==> config.mk <==
export PLATFORM = sky130hd
export DESIGN_NAME = range_normalized_false_color_map
export DESIGN_NICKNAME = d
export VERILOG_FILES = /design/src/rtl/rnfcm_pkg.sv /design/src/rtl/range_normalized_false_color_map.sv /design/src/rtl/rnfcm_div.sv
export VERILOG_INCLUDE_DIRS = /design/src /design/src/rtl
export SDC_FILE = /design/constraint.sdc
export NUM_CORES = 1
export LEC_CHECK = 0
export BUFFER_PORTS_ARGS = -buffer_cell sky130_fd_sc_hd__buf_4
export CORE_ASPECT_RATIO = 0.6
export CORE_MARGIN = 5
export CORE_UTILIZATION = 50
export DETAILED_ROUTE_END_ITERATION = 7
export HOLD_SLACK_MARGIN = 0.05
export PLACE_DENSITY_LB_ADDON = 0.15
export SLEW_MARGIN = 20
export SYNTH_ARGS = -nofsm -noshare
export SYNTH_HDL_FRONTEND = slang
export SYNTH_HIERARCHICAL = 1
export SYNTH_SLANG_ARGS = --single-unit
==> constraint.sdc <==
create_clock -name i_clk -period 4.71 [get_ports i_clk]
set_input_delay 0.7065 -clock i_clk [delete_from_list [all_inputs] [get_ports i_clk]]
set_output_delay 0.7065 -clock i_clk [all_outputs]
set_load 0.01 [all_outputs]
==> src/rtl/assert_macros.svh <==
// ---------------------------------------------------------------------------
// assert_macros.svh
// Shared concurrent assertion macros, clocked on i_clk, off during reset.
// ---------------------------------------------------------------------------
`ifndef ASSERT_MACROS_SVH
`define ASSERT_MACROS_SVH

// Property checked at every edge.
`define ASSERT_CLK(lbl, prop, msg) \
    lbl: assert property (@(posedge i_clk) disable iff (!i_rst_n) prop) \
        else $error(msg);

// Consequent checked in the cycle after the antecedent.
`define ASSERT_NEXT(lbl, ante, cons, msg) \
    lbl: assert property (@(posedge i_clk) disable iff (!i_rst_n) (ante) |=> (cons)) \
        else $error(msg);

`endif

==> src/rtl/rnfcm_pkg.sv <==
// ---------------------------------------------------------------------------
// rnfcm_pkg
// Shared constants and types of the range-normalized false-color map.
// ---------------------------------------------------------------------------
`default_nettype none

package rnfcm_pkg;

    localparam int SAMPLE_WIDTH_DEF = 32;
    localparam int COLOR_STEPS_DEF  = 1024;

    // func selector codes
    localparam logic FUNC_SCAN = 1'b0;
    localparam logic FUNC_MAP  = 1'b1;

    typedef enum logic [2:0] {
        ST_IDLE,
        ST_PREP,
        ST_DIV,
        ST_SEG,
        ST_SCALE,
        ST_COLOR
    } t_state;

    // divider status toward the sequencer
    typedef struct packed {
        logic busy;
        logic done;
    } t_div_stat;

endpackage

`default_nettype wire

==> src/rtl/range_normalized_false_color_map.sv <==
// ---------------------------------------------------------------------------
// range_normalized_false_color_map
// Two-pass min/max normalized heatmap colorizer, blue-cyan-green-yellow-red.
// ---------------------------------------------------------------------------
// Usage:
//  - Input beats on the s_axis group: tuser is func (0 scan, 1 map), tdata
//    is the signed sample, tlast is first_in_frame (restarts min/max, scan only).
//  - Scan beats update the running range in the accept cycle and give no
//    output beat; the next beat can follow right after.
//  - Map beats give one RGB beat on m_axis. k = floor(STEPS*(s-min)/(max-min))
//    is found by a bit-serial divider, one quotient bit per cycle; the beat passes
//    the prep, divide, segment, scale and color states, where the RGB beat is
//    loaded, and the sequencer returns to idle to take the next beat. Below-,
//    above- and flat-range samples skip the divider, from prep to segment.
//  - The divider loop sets the pace; one map beat is in flight at a time.
//  - The output beat sits in a register; a new input beat is taken while it
//    waits. If m_axis stalls, the next map beat holds in its color stage.
//  - Reset (i_rst_n low, synchronous) clears min and max to zero, drops the
//    output beat and returns the sequencer to idle.
// ---------------------------------------------------------------------------
`default_nettype none

module range_normalized_false_color_map #(
    parameter int SAMPLE_WIDTH = rnfcm_pkg::SAMPLE_WIDTH_DEF,
    parameter int COLOR_STEPS  = rnfcm_pkg::COLOR_STEPS_DEF
) (
    input  wire logic                               i_clk,
    input  wire logic                               i_rst_n,
    // s_axis
    input  wire logic                               i_s_axis_tvalid,
    output logic                                    o_s_axis_tready,
    input  wire logic [((SAMPLE_WIDTH+7)/8)*8-1:0]  i_s_axis_tdata,  // sample
    input  wire logic                               i_s_axis_tlast,  // first_in_frame
    input  wire logic                               i_s_axis_tuser,  // func
    // m_axis
    output logic                                    o_m_axis_tvalid,
    input  wire logic                               i_m_axis_tready,
    output logic [23:0]                             o_m_axis_tdata   // blue, green, red (msb first)
);
    import rnfcm_pkg::*;

    localparam int SW    = SAMPLE_WIDTH;
    localparam int QW    = $clog2(COLOR_STEPS);
    localparam int NW    = SW + QW;
    localparam int SEG   = COLOR_STEPS / 4;
    localparam int KMAX  = COLOR_STEPS - 1;
    // reciprocal of the segment length, exact for t = r0*256/SEG
    localparam int RSH   = 2 * QW + 8;
    localparam int XW    = QW + 8;
    localparam int PW    = XW + RSH;
    localparam logic [RSH-1:0] RECIP =
        RSH'(((64'd1 << RSH) + 64'(SEG) - 64'd1) / 64'(SEG));

    t_state r_state, n_state;

    logic signed [SW-1:0] r_low, r_high;
    logic signed [SW:0]   r_diff, r_den;
    logic [QW-1:0]        r_k;
    logic [1:0]           r_q;
    logic [QW-1:0]        r_r0;
    logic [XW-1:0]        r_tq;
    logic                 r_out_valid;
    logic [7:0]           r_red, r_green, r_blue;

    logic                 w_in_acc;
    logic signed [SW-1:0] w_s;
    logic                 w_flat, w_below, w_above;
    logic                 w_div_start;
    logic [NW-1:0]        w_num;
    t_div_stat            w_div_stat;
    logic [QW-1:0]        w_quot;
    logic [1:0]           w_q;
    logic [QW-1:0]        w_r0;
    logic [7:0]           w_t;
    logic                 w_slot_free;
    logic                 w_load_out;

    assign w_s      = $signed(i_s_axis_tdata[SW-1:0]);
    assign w_in_acc = i_s_axis_tvalid & o_s_axis_tready;

    // range checks on the registered differences
    assign w_flat  = (r_den <= 0);
    assign w_below = (r_diff <= 0);
    assign w_above = (r_diff >= r_den);
    assign w_num   = NW'(r_diff[SW-1:0]) * NW'(COLOR_STEPS);

    assign w_slot_free = ~r_out_valid | i_m_axis_tready;

    rnfcm_div #(
        .NW (NW),
        .DW (SW),
        .QW (QW)
    ) u_div (
        .i_clk   (i_clk),
        .i_rst_n (i_rst_n),
        .i_start (w_div_start),
        .i_num   (w_num),
        .i_den   (r_den[SW-1:0]),
        .o_stat  (w_div_stat),
        .o_quot  (w_quot)
    );

    // segment split of k
    always_comb begin
        if (r_k >= QW'(3 * SEG)) begin
            w_q = 2'd3;
        end else if (r_k >= QW'(2 * SEG)) begin
            w_q = 2'd2;
        end else if (r_k >= QW'(SEG)) begin
            w_q = 2'd1;
        end else begin
            w_q = 2'd0;
        end
    end

    always_comb begin
        case (w_q)
            2'd0:    w_r0 = r_k;
            2'd1:    w_r0 = r_k - QW'(SEG);
            2'd2:    w_r0 = r_k - QW'(2 * SEG);
            default: w_r0 = r_k - QW'(3 * SEG);
        endcase
    end

    // leftover indices of the last segment saturate
    assign w_t = (r_tq > XW'(255)) ? 8'd255 : r_tq[7:0];

    // sequencer
    always_ff @(posedge i_clk) begin
        if (!i_rst_n) begin
            r_state <= ST_IDLE;
        end else begin
            r_state <= n_state;
        end
    end

    always_comb begin
        n_state         = r_state;
        o_s_axis_tready = 1'b0;
        w_div_start     = 1'b0;
        w_load_out      = 1'b0;
        case (r_state)
            ST_IDLE: begin
                o_s_axis_tready = 1'b1;
                if (i_s_axis_tvalid && (i_s_axis_tuser == FUNC_MAP)) begin
                    n_state = ST_PREP;
                end
            end
            ST_PREP: begin
                if (w_flat || w_below || w_above) begin
                    n_state = ST_SEG;
                end else begin
                    w_div_start = 1'b1;
                    n_state     = ST_DIV;
                end
            end
            ST_DIV: begin
                if (w_div_stat.done) begin
                    n_state = ST_SEG;
                end
            end
            ST_SEG: begin
                n_state = ST_SCALE;
            end
            ST_SCALE: begin
                n_state = ST_COLOR;
            end
            ST_COLOR: begin
                if (w_slot_free) begin
                    w_load_out = 1'b1;
                    n_state    = ST_IDLE;
                end
            end
            default: begin
                n_state = ST_IDLE;
            end
        endcase
    end

    // running range
    always_ff @(posedge i_clk) begin
        if (!i_rst_n) begin
            r_low  <= '0;
            r_high <= '0;
        end else if (w_in_acc && (i_s_axis_tuser == FUNC_SCAN)) begin
            if (i_s_axis_tlast) begin
                r_low  <= w_s;
                r_high <= w_s;
            end else begin
                if (w_s > r_high) begin
                    r_high <= w_s;
                end
                if (w_s < r_low) begin
                    r_low <= w_s;
                end
            end
        end
    end

    // map datapath
    always_ff @(posedge i_clk) begin
        if (w_in_acc) begin
            r_diff <= {w_s[SW-1], w_s} - {r_low[SW-1], r_low};
            r_den  <= {r_high[SW-1], r_high} - {r_low[SW-1], r_low};
        end
        if (r_state == ST_PREP) begin
            if (w_flat || w_below) begin
                r_k <= '0;
            end else if (w_above) begin
                r_k <= QW'(KMAX);
            end
        end
        if ((r_state == ST_DIV) && w_div_stat.done) begin
            r_k <= w_quot;
        end
        if (r_state == ST_SEG) begin
            r_q  <= w_q;
            r_r0 <= w_r0;
        end
        if (r_state == ST_SCALE) begin
            r_tq <= XW'((PW'({r_r0, 8'd0}) * PW'(RECIP)) >> RSH);
        end
    end

    // output register
    always_ff @(posedge i_clk) begin
        if (!i_rst_n) begin
            r_out_valid <= 1'b0;
        end else if (w_load_out) begin
            r_out_valid <= 1'b1;
        end else if (i_m_axis_tready) begin
            r_out_valid <= 1'b0;
        end
    end

    always_ff @(posedge i_clk) begin
        if (w_load_out) begin
            case (r_q)
                2'd0: begin
                    r_red <= 8'd0;   r_green <= w_t;          r_blue <= 8'd255;
                end
                2'd1: begin
                    r_red <= 8'd0;   r_green <= 8'd255;       r_blue <= 8'd255 - w_t;
                end
                2'd2: begin
                    r_red <= w_t;    r_green <= 8'd255;       r_blue <= 8'd0;
                end
                default: begin
                    r_red <= 8'd255; r_green <= 8'd255 - w_t; r_blue <= 8'd0;
                end
            endcase
        end
    end

    assign o_m_axis_tvalid = r_out_valid;
    assign o_m_axis_tdata  = {r_blue, r_green, r_red};

    `include "assert_macros.svh"

    `ASSERT_CLK(a_range_order, $signed(r_low) <= $signed(r_high), "min above max")
    `ASSERT_CLK(a_out_from_color,
        $rose(o_m_axis_tvalid) |-> $past(r_state == ST_COLOR), "output beat without color stage")
    `ASSERT_CLK(a_div_done_in_div,
        w_div_stat.done |-> (r_state == ST_DIV), "divider finished outside divide state")
    `ASSERT_NEXT(a_div_to_seg,
        (r_state == ST_DIV) && w_div_stat.done, r_state == ST_SEG, "quotient not taken")

endmodule

`default_nettype wire

==> src/rtl/rnfcm_div.sv <==
// ---------------------------------------------------------------------------
// rnfcm_div
// Bit-serial restoring divider, one quotient bit per cycle.
// Requires the quotient to fit QW bits (num >> QW below den).
// ---------------------------------------------------------------------------
`default_nettype none

module rnfcm_div #(
    parameter int NW = 42,
    parameter int DW = 32,
    parameter int QW = 10
) (
    input  wire logic                  i_clk,
    input  wire logic                  i_rst_n,
    input  wire logic                  i_start,
    input  wire logic [NW-1:0]         i_num,
    input  wire logic [DW-1:0]         i_den,
    output rnfcm_pkg::t_div_stat       o_stat,
    output logic      [QW-1:0]         o_quot
);
    import rnfcm_pkg::*;

    localparam int CW = $clog2(QW + 1);

    logic          r_busy;
    logic          r_done;
    logic [CW-1:0] r_cnt;
    logic [DW-1:0] r_rem;
    logic [DW-1:0] r_den;
    logic [QW-1:0] r_nsh;
    logic [QW-1:0] r_quot;

    logic [DW+1:0] w_trial;
    logic          w_ge;

    // trial subtract of the divisor from the remainder with the next bit in
    assign w_trial = {1'b0, r_rem, r_nsh[QW-1]} - {2'b00, r_den};
    assign w_ge    = ~w_trial[DW+1];

    always_ff @(posedge i_clk) begin
        if (!i_rst_n) begin
            r_busy <= 1'b0;
            r_done <= 1'b0;
            r_cnt  <= '0;
        end else begin
            r_done <= 1'b0;
            if (i_start) begin
                r_busy <= 1'b1;
                r_cnt  <= CW'(QW);
            end else if (r_busy) begin
                r_cnt <= r_cnt - 1'b1;
                if (r_cnt == CW'(1)) begin
                    r_busy <= 1'b0;
                    r_done <= 1'b1;
                end
            end
        end
    end

    always_ff @(posedge i_clk) begin
        if (i_start) begin
            r_rem <= i_num[NW-1:QW];
            r_nsh <= i_num[QW-1:0];
            r_den <= i_den;
        end else if (r_busy) begin
            r_rem  <= w_ge ? w_trial[DW-1:0] : {r_rem[DW-2:0], r_nsh[QW-1]};
            r_nsh  <= {r_nsh[QW-2:0], 1'b0};
            r_quot <= {r_quot[QW-2:0], w_ge};
        end
    end

    assign o_stat.busy = r_busy;
    assign o_stat.done = r_done;
    assign o_quot      = r_quot;

endmodule

`default_nettype wire

==> implementation parameters, run 1 <==
Parameter                              Value

Clocking
  Postcts setup bufs    0
  Maximum root-to-sink buffer count    3
  Resize count post-CTS    0
  Worst skew pair latency    between 500 and 600 ps
  TritonCTS clock tree    done
  Number of buffers inserted during clock tree synthesis    28
  Hold buffer count at CTS    0
  Maximum level of the CTS H-tree    1
  Number of sinks handled by clock tree synthesis    280
  Library cell used as clock root buffer    sky130_fd_sc_hd__clkbuf_16
  Clock-pin slew reported for the worst setup and hold paths after clock tree synthesis    approximately 60 ps

Floorplan
  Die height    about 160 um
  Die area    a little under 40000 um^2
  Standard cell core area    between 30000 and 40000 um^2
  Width of the die    254 um
  Initial Util    slightly above 50%
  Number of core rows    between 50 and 60
  Number of top-level pins    64

Global route
  First-pass GRT wire length    around 68000 um
  Number of global-route vias before repair    12120
  Grt total ovfl    0
  Initial antenna violation count    1
  Pin count of the biggest net entering global routing    67
  Global-route total usage across every layer    21.1%

Routing
  Via count normalized by instance count    roughly 5.7
  Per-cell routed wire length    around 18 um
  Iteration count of the initial detailed-routing pass    5
  Number of design-rule violations left by the first detailed-router iteration    just over 1000
  Total Wirelength    roughly 42000 um
  Number of nets with antenna violations after detailed routing    0
  Number of DRC violations after detailed routing    0
  Via count of the routed design    about 13000

Pwr
  Part of the power in registers    43.1%
  Worst ir drop on vdd    between 0.2 and 0.3 mV
  Ratio of total power to cell area    386 nW/um^2
  Leakage power    about 0.0078 uW
  Sw Ratio    31.2%
  Power spent charging and discharging nets    2370 uW
  Cell-internal power    5220 uW
  Logic pwr share    roughly a quarter
  Proportion of power drawn by the clock network    just over 30%

Final layout
  Synthesis-to-finish area growth    10.5%
  Number of nets in the final layout    2043
  Fin util    56.1%
  Filler Cells Inserted    between 3000 and 4000
  Antenna cells    0
  Share of final-layout standard cells stronger than drive strength 1    between 10% and 20%

Hold path
  Type of the most critical hold path    register to register

STA
  Hold violation total from the final report    0
  Final worst path period share    roughly 78%
  Final critical path time including I/O delays and setup    3650 ps
  Pin slew with the least headroom to its limit    ~970 ps
  Setup-failing EPs final    0
  Final TNS setup    0 ps
  Unrepaired setup endpoints after global routing    false
  Tightest slew margin relative to the limit    between 30% and 40%
  Final max-slew violation count    0
  Peak Freq    0.274 GHz
  Final worst clock skew    between 20 and 25 ps
  Worst setup margin    around 1100 ps

Critical path
  Crit Path Category    register to register
  Signal arrival time at the worst endpoint    just under 4000 ps
  Setup crit end kind    register
  Largest fanout of any net on the critical path    30
  Worst path cell trace    ha_1 -> nor2b_1 -> o31a_1 -> o2111ai_1 -> a21oi_2 -> nor3_4 -> a21oi_4 -> nor2_4 -> inv_4 -> mux2_4 -> mux2_2
  CP peak stage delay    about 430 ps
  Setup crit start kind    register
  Worst endpoint required time    about 5000 ps
  Slowest library cell on the worst path    sky130_fd_sc_hd__edfxtp_1

Place
  Post-Place Setup Slack    1110 ps
  Port Buffer Count    63
  Final RePlAce weighted congestion    0.894
  Detail Placement HPWL    between 30000 and 40000 um

Run status
  Status    finished clean

Yosys
  Synthesis Warnings    6
  Syn Inst Count    between 1500 and 2000
  Per-instance average area after synthesis    9.98 um^2
  Cell area after synthesis    about 18000 um^2

Job
  Number of max-capacitance violations reported    0
==> path summary, 6_finish.rpt <==
check	end	cells past startpoint	from	slack, ps
setup / recovery	u_div/r_rem[16]$_DFFE_PP_	11	u_div/r_rem[0]$_DFFE_PP_	1060
hold / removal	r_tq[1]$_DFFE_PP_	0	r_r0[1]$_DFFE_PN_	420
setup reg to reg	u_div/r_rem[16]$_DFFE_PP_	11	u_div/r_rem[0]$_DFFE_PP_	1060
hold reg to reg	r_tq[1]$_DFFE_PP_	0	r_r0[1]$_DFFE_PN_	420
==> per-stage QoR <==
stage	hold WS [ps]	cell area [um^2]	instances	total power (uW)
after floorplan	400	17800	1792	4700
after global placement	402	18700	2268	5250
after detailed placement	409	18700	2268	5290
after CTS	393	19700	2320	7620
after global routing	410	19700	2320	8020
final	420	19700	2320	7590
==> sequential cells by signal (all words and copies together), names as in the netlist <==
| signal | flops |
|---|---|
| r_blue | 8 |
| r_high | 32 |
| u_div/r_done | 1 |
| r_diff | 33 |
| r_low | 32 |
| u_div/r_cnt | 4 |
| r_green | 8 |
| r_den | 33 |
| u_div/r_nsh | 10 |
| u_div/r_den | 32 |
| o_m_axis_tvalid | 1 |
| r_red | 8 |
| u_div/r_rem | 32 |
| r_r0 | 10 |
| u_div/o_quot | 10 |
| r_state | 3 |
| r_q | 2 |
| r_tq | 10 |
| r_k | 10 |
| u_div/r_busy | 1 |
==> area by class of cell <==
class                   count  area [um^2]  area share [%]
multi-input cells        1271         9220            46.9
flip-flops and latches    280         7670            39.0
repair buffers             73          573            2.91
well taps                 467          584            2.97
inverters                 177          667            3.39
clock inverters            16          148           0.750
clock buffers              36          815            4.14
==> power groups by stage <==
stage                     Clock, uW  Combinational (uW)  Sequential [uW]
after global placement            0                1930             3310
after global routing           2480                2240             3300
after detailed placement          0                1980             3320
final                          2320                2000             3270
after CTS                      2370                1990             3260
after floorplan                   0                1520             3190
==> worst max-delay path, delay by kind of cell (launching register included) <==
| kind | cells | cell delay, ps |
|---|---|---|
| compound gates | 4 | 880 |
| fa+ha+maj | 1 | 290 |
| buf+inv | 1 | 290 |
| flops | 1 | 430 |
| mux | 2 | 650 |
| simple gates | 3 | 830 |
==> routing by layer <==
| metal | GRT usage [%] | vias up | part of all wire, % |
|---|---|---|---|
| met5 | 0 | - | 0.024 |
| met4 | 3.11 | 2 | 1.3 |
| met3 | 4.07 | 47 | 7.2 |
| met2 | 26.5 | 382 | 36 |
| met1 | 36.9 | 6229 | 56 |
| li1 | - | 6557 | - |
==> cells in the final DEF (no fill, tap or decap), drive strengths merged, types with 59 or more instances in the layout <==
cell,instances
nand2,168
o21ai,98
a21oi,143
a21o,71
ha,171
xnor2,59
inv,179
edfxtp,206
dfxtp,74
buf,73
nor2,67
Note: power is estimated with default switching activity, not from simulation.
==> run 2: changes to the inputs <==
--- a/config.mk
+++ b/config.mk
@@ -6,6 +6,7 @@
 export SDC_FILE = /design/constraint.sdc
 export NUM_CORES = 1
 export LEC_CHECK = 0
+export ABC_AREA = 1
 export BUFFER_PORTS_ARGS = -buffer_cell sky130_fd_sc_hd__buf_4
 export CORE_ASPECT_RATIO = 0.6
 export CORE_MARGIN = 5
==> constraint.sdc (replaced) <==
create_clock -name i_clk -period 3.5 [get_ports i_clk]
set_input_delay 0.525 -clock i_clk [delete_from_list [all_inputs] [get_ports i_clk]]
set_output_delay 0.525 -clock i_clk [all_outputs]
set_load 0.01 [all_outputs]
==> run 2 against run 1 <==
Net effect: first-iteration DRC count increased by 58%; clock skew increased by 2.3 ps; clock-buffer cell count unchanged; cell count increased by 36%; clock power increased by 42%; die area increased by 9.4%; via count increased by 28%; fmax increased by 9.0%; routed wire length increased by 29%; utilization decreased by 0.52 points; worst hold slack got worse by 120 ps; synthesized cell count increased by 43%; critical endpoint is now u_div/r_rem[4]$_DFFE_PP_; largest cell class unchanged; highest routed layer is now met4.
==> implementation parameters, run 2 <==
Parameter                              Value

Run status
  Status    finished clean

Floorplan
  Standard cell core area    approximately 40000 um^2
  Die area    approximately 43000 um^2
  Width of the die    approximately 270 um
  Number of top-level pins    64
  Die height    around 160 um
  Initial Util    roughly half
  Number of core rows    56

Clocking
  Hold buffer count at CTS    0
  Resize count post-CTS    0
  Maximum root-to-sink buffer count    3
  Library cell used as clock root buffer    sky130_fd_sc_hd__clkbuf_16
  Maximum level of the CTS H-tree    1
  Worst skew pair latency    approximately 580 ps
  Number of sinks handled by clock tree synthesis    280
  Number of buffers inserted during clock tree synthesis    29
  Clock-pin slew reported for the worst setup and hold paths after clock tree synthesis    70 ps
  TritonCTS clock tree    done
  Postcts setup bufs    0

Final layout
  Antenna cells    0
  Most common library cell in the layout ignoring fill and taps    sky130_fd_sc_hd__nand2_1
  Commonest cells after routing, fill and taps aside    sky130_fd_sc_hd__nand2_1, sky130_fd_sc_hd__inv_1, sky130_fd_sc_hd__nor2_1
  Registers with the most flip-flops    r_den: 33 flops, r_diff: 33 flops
  Synthesis-to-finish area growth    10.4%
  Number of nets in the final layout    approximately 2800
  Share of final-layout standard cells stronger than drive strength 1    7.65%

Yosys
  Synthesis Warnings    6
  Per-instance average area after synthesis    roughly 7.7 um^2
  Cell area after synthesis    19600 um^2
  Syn Inst Count    around 2600

Place
  Final RePlAce weighted congestion    0.973
  Post-Place Setup Slack    approximately 310 ps
  Detail Placement HPWL    43500 um
  Port Buffer Count    63

Global route
  Pin count of the biggest net entering global routing    around 130
  Grt total ovfl    0
  First-pass GRT wire length    roughly 86000 um
  Initial antenna violation count    0
  Global-route total usage across every layer    24.6%
  Number of global-route vias before repair    approximately 16000

STA
  Peak Freq    0.298 GHz
  Tightest slew margin relative to the limit    around a third
  Final TNS setup    0 ps
  Final worst clock skew    about 24 ps
  Hold violation total from the final report    0
  Unrepaired setup endpoints after global routing    false
  Final max-slew violation count    0
  Final worst path period share    between 90% and 100%
  Final critical path time including I/O delays and setup    3350 ps
  Worst setup margin    between 100 and 150 ps
  Setup-failing EPs final    0
  Pin slew with the least headroom to its limit    994 ps

Routing
  Number of design-rule violations left by the first detailed-router iteration    1633
  Per-cell routed wire length    approximately 17 um
  Iteration count of the initial detailed-routing pass    6
  Via count of the routed design    approximately 17000
  Number of nets with antenna violations after detailed routing    0
  Number of DRC violations after detailed routing    0
  Via count normalized by instance count    between 5 and 6
  Total Wirelength    ~55000 um

Critical path
  Setup crit start kind    register
  Setup crit end kind    register
  Crit Path Category    register to register
  Worst endpoint required time    around 3800 ps
  Signal arrival time at the worst endpoint    3600 ps
  Beginning of the worst register-to-register path    r_diff[30]$_DFFE_PP_
  CP Launch Point    r_diff[30]$_DFFE_PP_
  Largest fanout of any net on the critical path    34

Pwr
  Leakage power    around 0.010 uW
  Ratio of total power to cell area    about 650 nW/um^2
  Worst ir drop on vdd    ~0.60 mV

Job
  Number of max-capacitance violations reported    0

Hold path
  Beginning of the worst hold path    i_s_axis_tdata[20]
  Type of the most critical hold path    primary input to register
run 2: metal layers:
metal / track usage [%] / part of all wire (%) / vias to the layer above
li1: - / - / 8416
met5: 0 / 0 / -
met1: 38.7 / 50 / 7853
met3: 6.16 / 9.6 / 56
met2: 35.0 / 39 / 625
met4: 3.15 / 1.2 / 0
run 2: layout make-up:
class	count	area (um^2)
fill	3704	17300
multi-input combinational	1793	10000
sequential	280	7670
inverter	432	1620
clock buffer	36	762
timing repair buffer	80	663
tap	522	653
clock inverter	18	226
run 2: metrics by stage:
| step | power [uW] | utilization, % | instances | hold WS (ps) | instance area [um^2] |
|---|---|---|---|---|---|
| after global placement | 10500 | 53.0 | 3107 | 404 | 20600 |
| after floorplan | 8890 | - | 2562 | 400 | 19600 |
| after detailed placement | 10600 | 53.0 | 3107 | 405 | 20600 |
| final | 14000 | 55.6 | 3161 | 304 | 21600 |
| after CTS | 14000 | 55.6 | 3161 | 279 | 21600 |
| after global routing | 15000 | 55.6 | 3161 | 317 | 21600 |
run 2: critical path: stages, from the launching register on:
cell	delay [ps]
sky130_fd_sc_hd__edfxtp_1	520
sky130_fd_sc_hd__ha_1	360
sky130_fd_sc_hd__nand2_1	90
sky130_fd_sc_hd__nor2_1	360
sky130_fd_sc_hd__nand3_1	180
sky130_fd_sc_hd__nor4_1	220
sky130_fd_sc_hd__nand2_1	110
sky130_fd_sc_hd__nand3_1	80
sky130_fd_sc_hd__nand3_1	240
sky130_fd_sc_hd__nor2_4	220
sky130_fd_sc_hd__clkinv_1	110
sky130_fd_sc_hd__nand2_2	250
sky130_fd_sc_hd__buf_12	260
run 2: path summary, 6_finish.rpt:
path	to	slack, ps	cells past startpoint
worst min register to register	r_tq[4]$_DFFE_PP_	420	0
worst max register to register	u_div/r_rem[4]$_DFFE_PP_	150	12
worst max-delay path	u_div/r_rem[4]$_DFFE_PP_	150	12
worst min-delay path	r_high[20]$_SDFFE_PN0P_	300	5
run 2: report_power, final:
part | leakage, uW | total (uW) | internal [uW] | switching [uW]
clock | 0.000474 | 3290 | 1920 | 1370
combinational | 0.00712 | 5750 | 1910 | 3830
sequential | 0.00250 | 4970 | 4530 | 448
total | 0.0101 | 14000 | 8360 | 5650
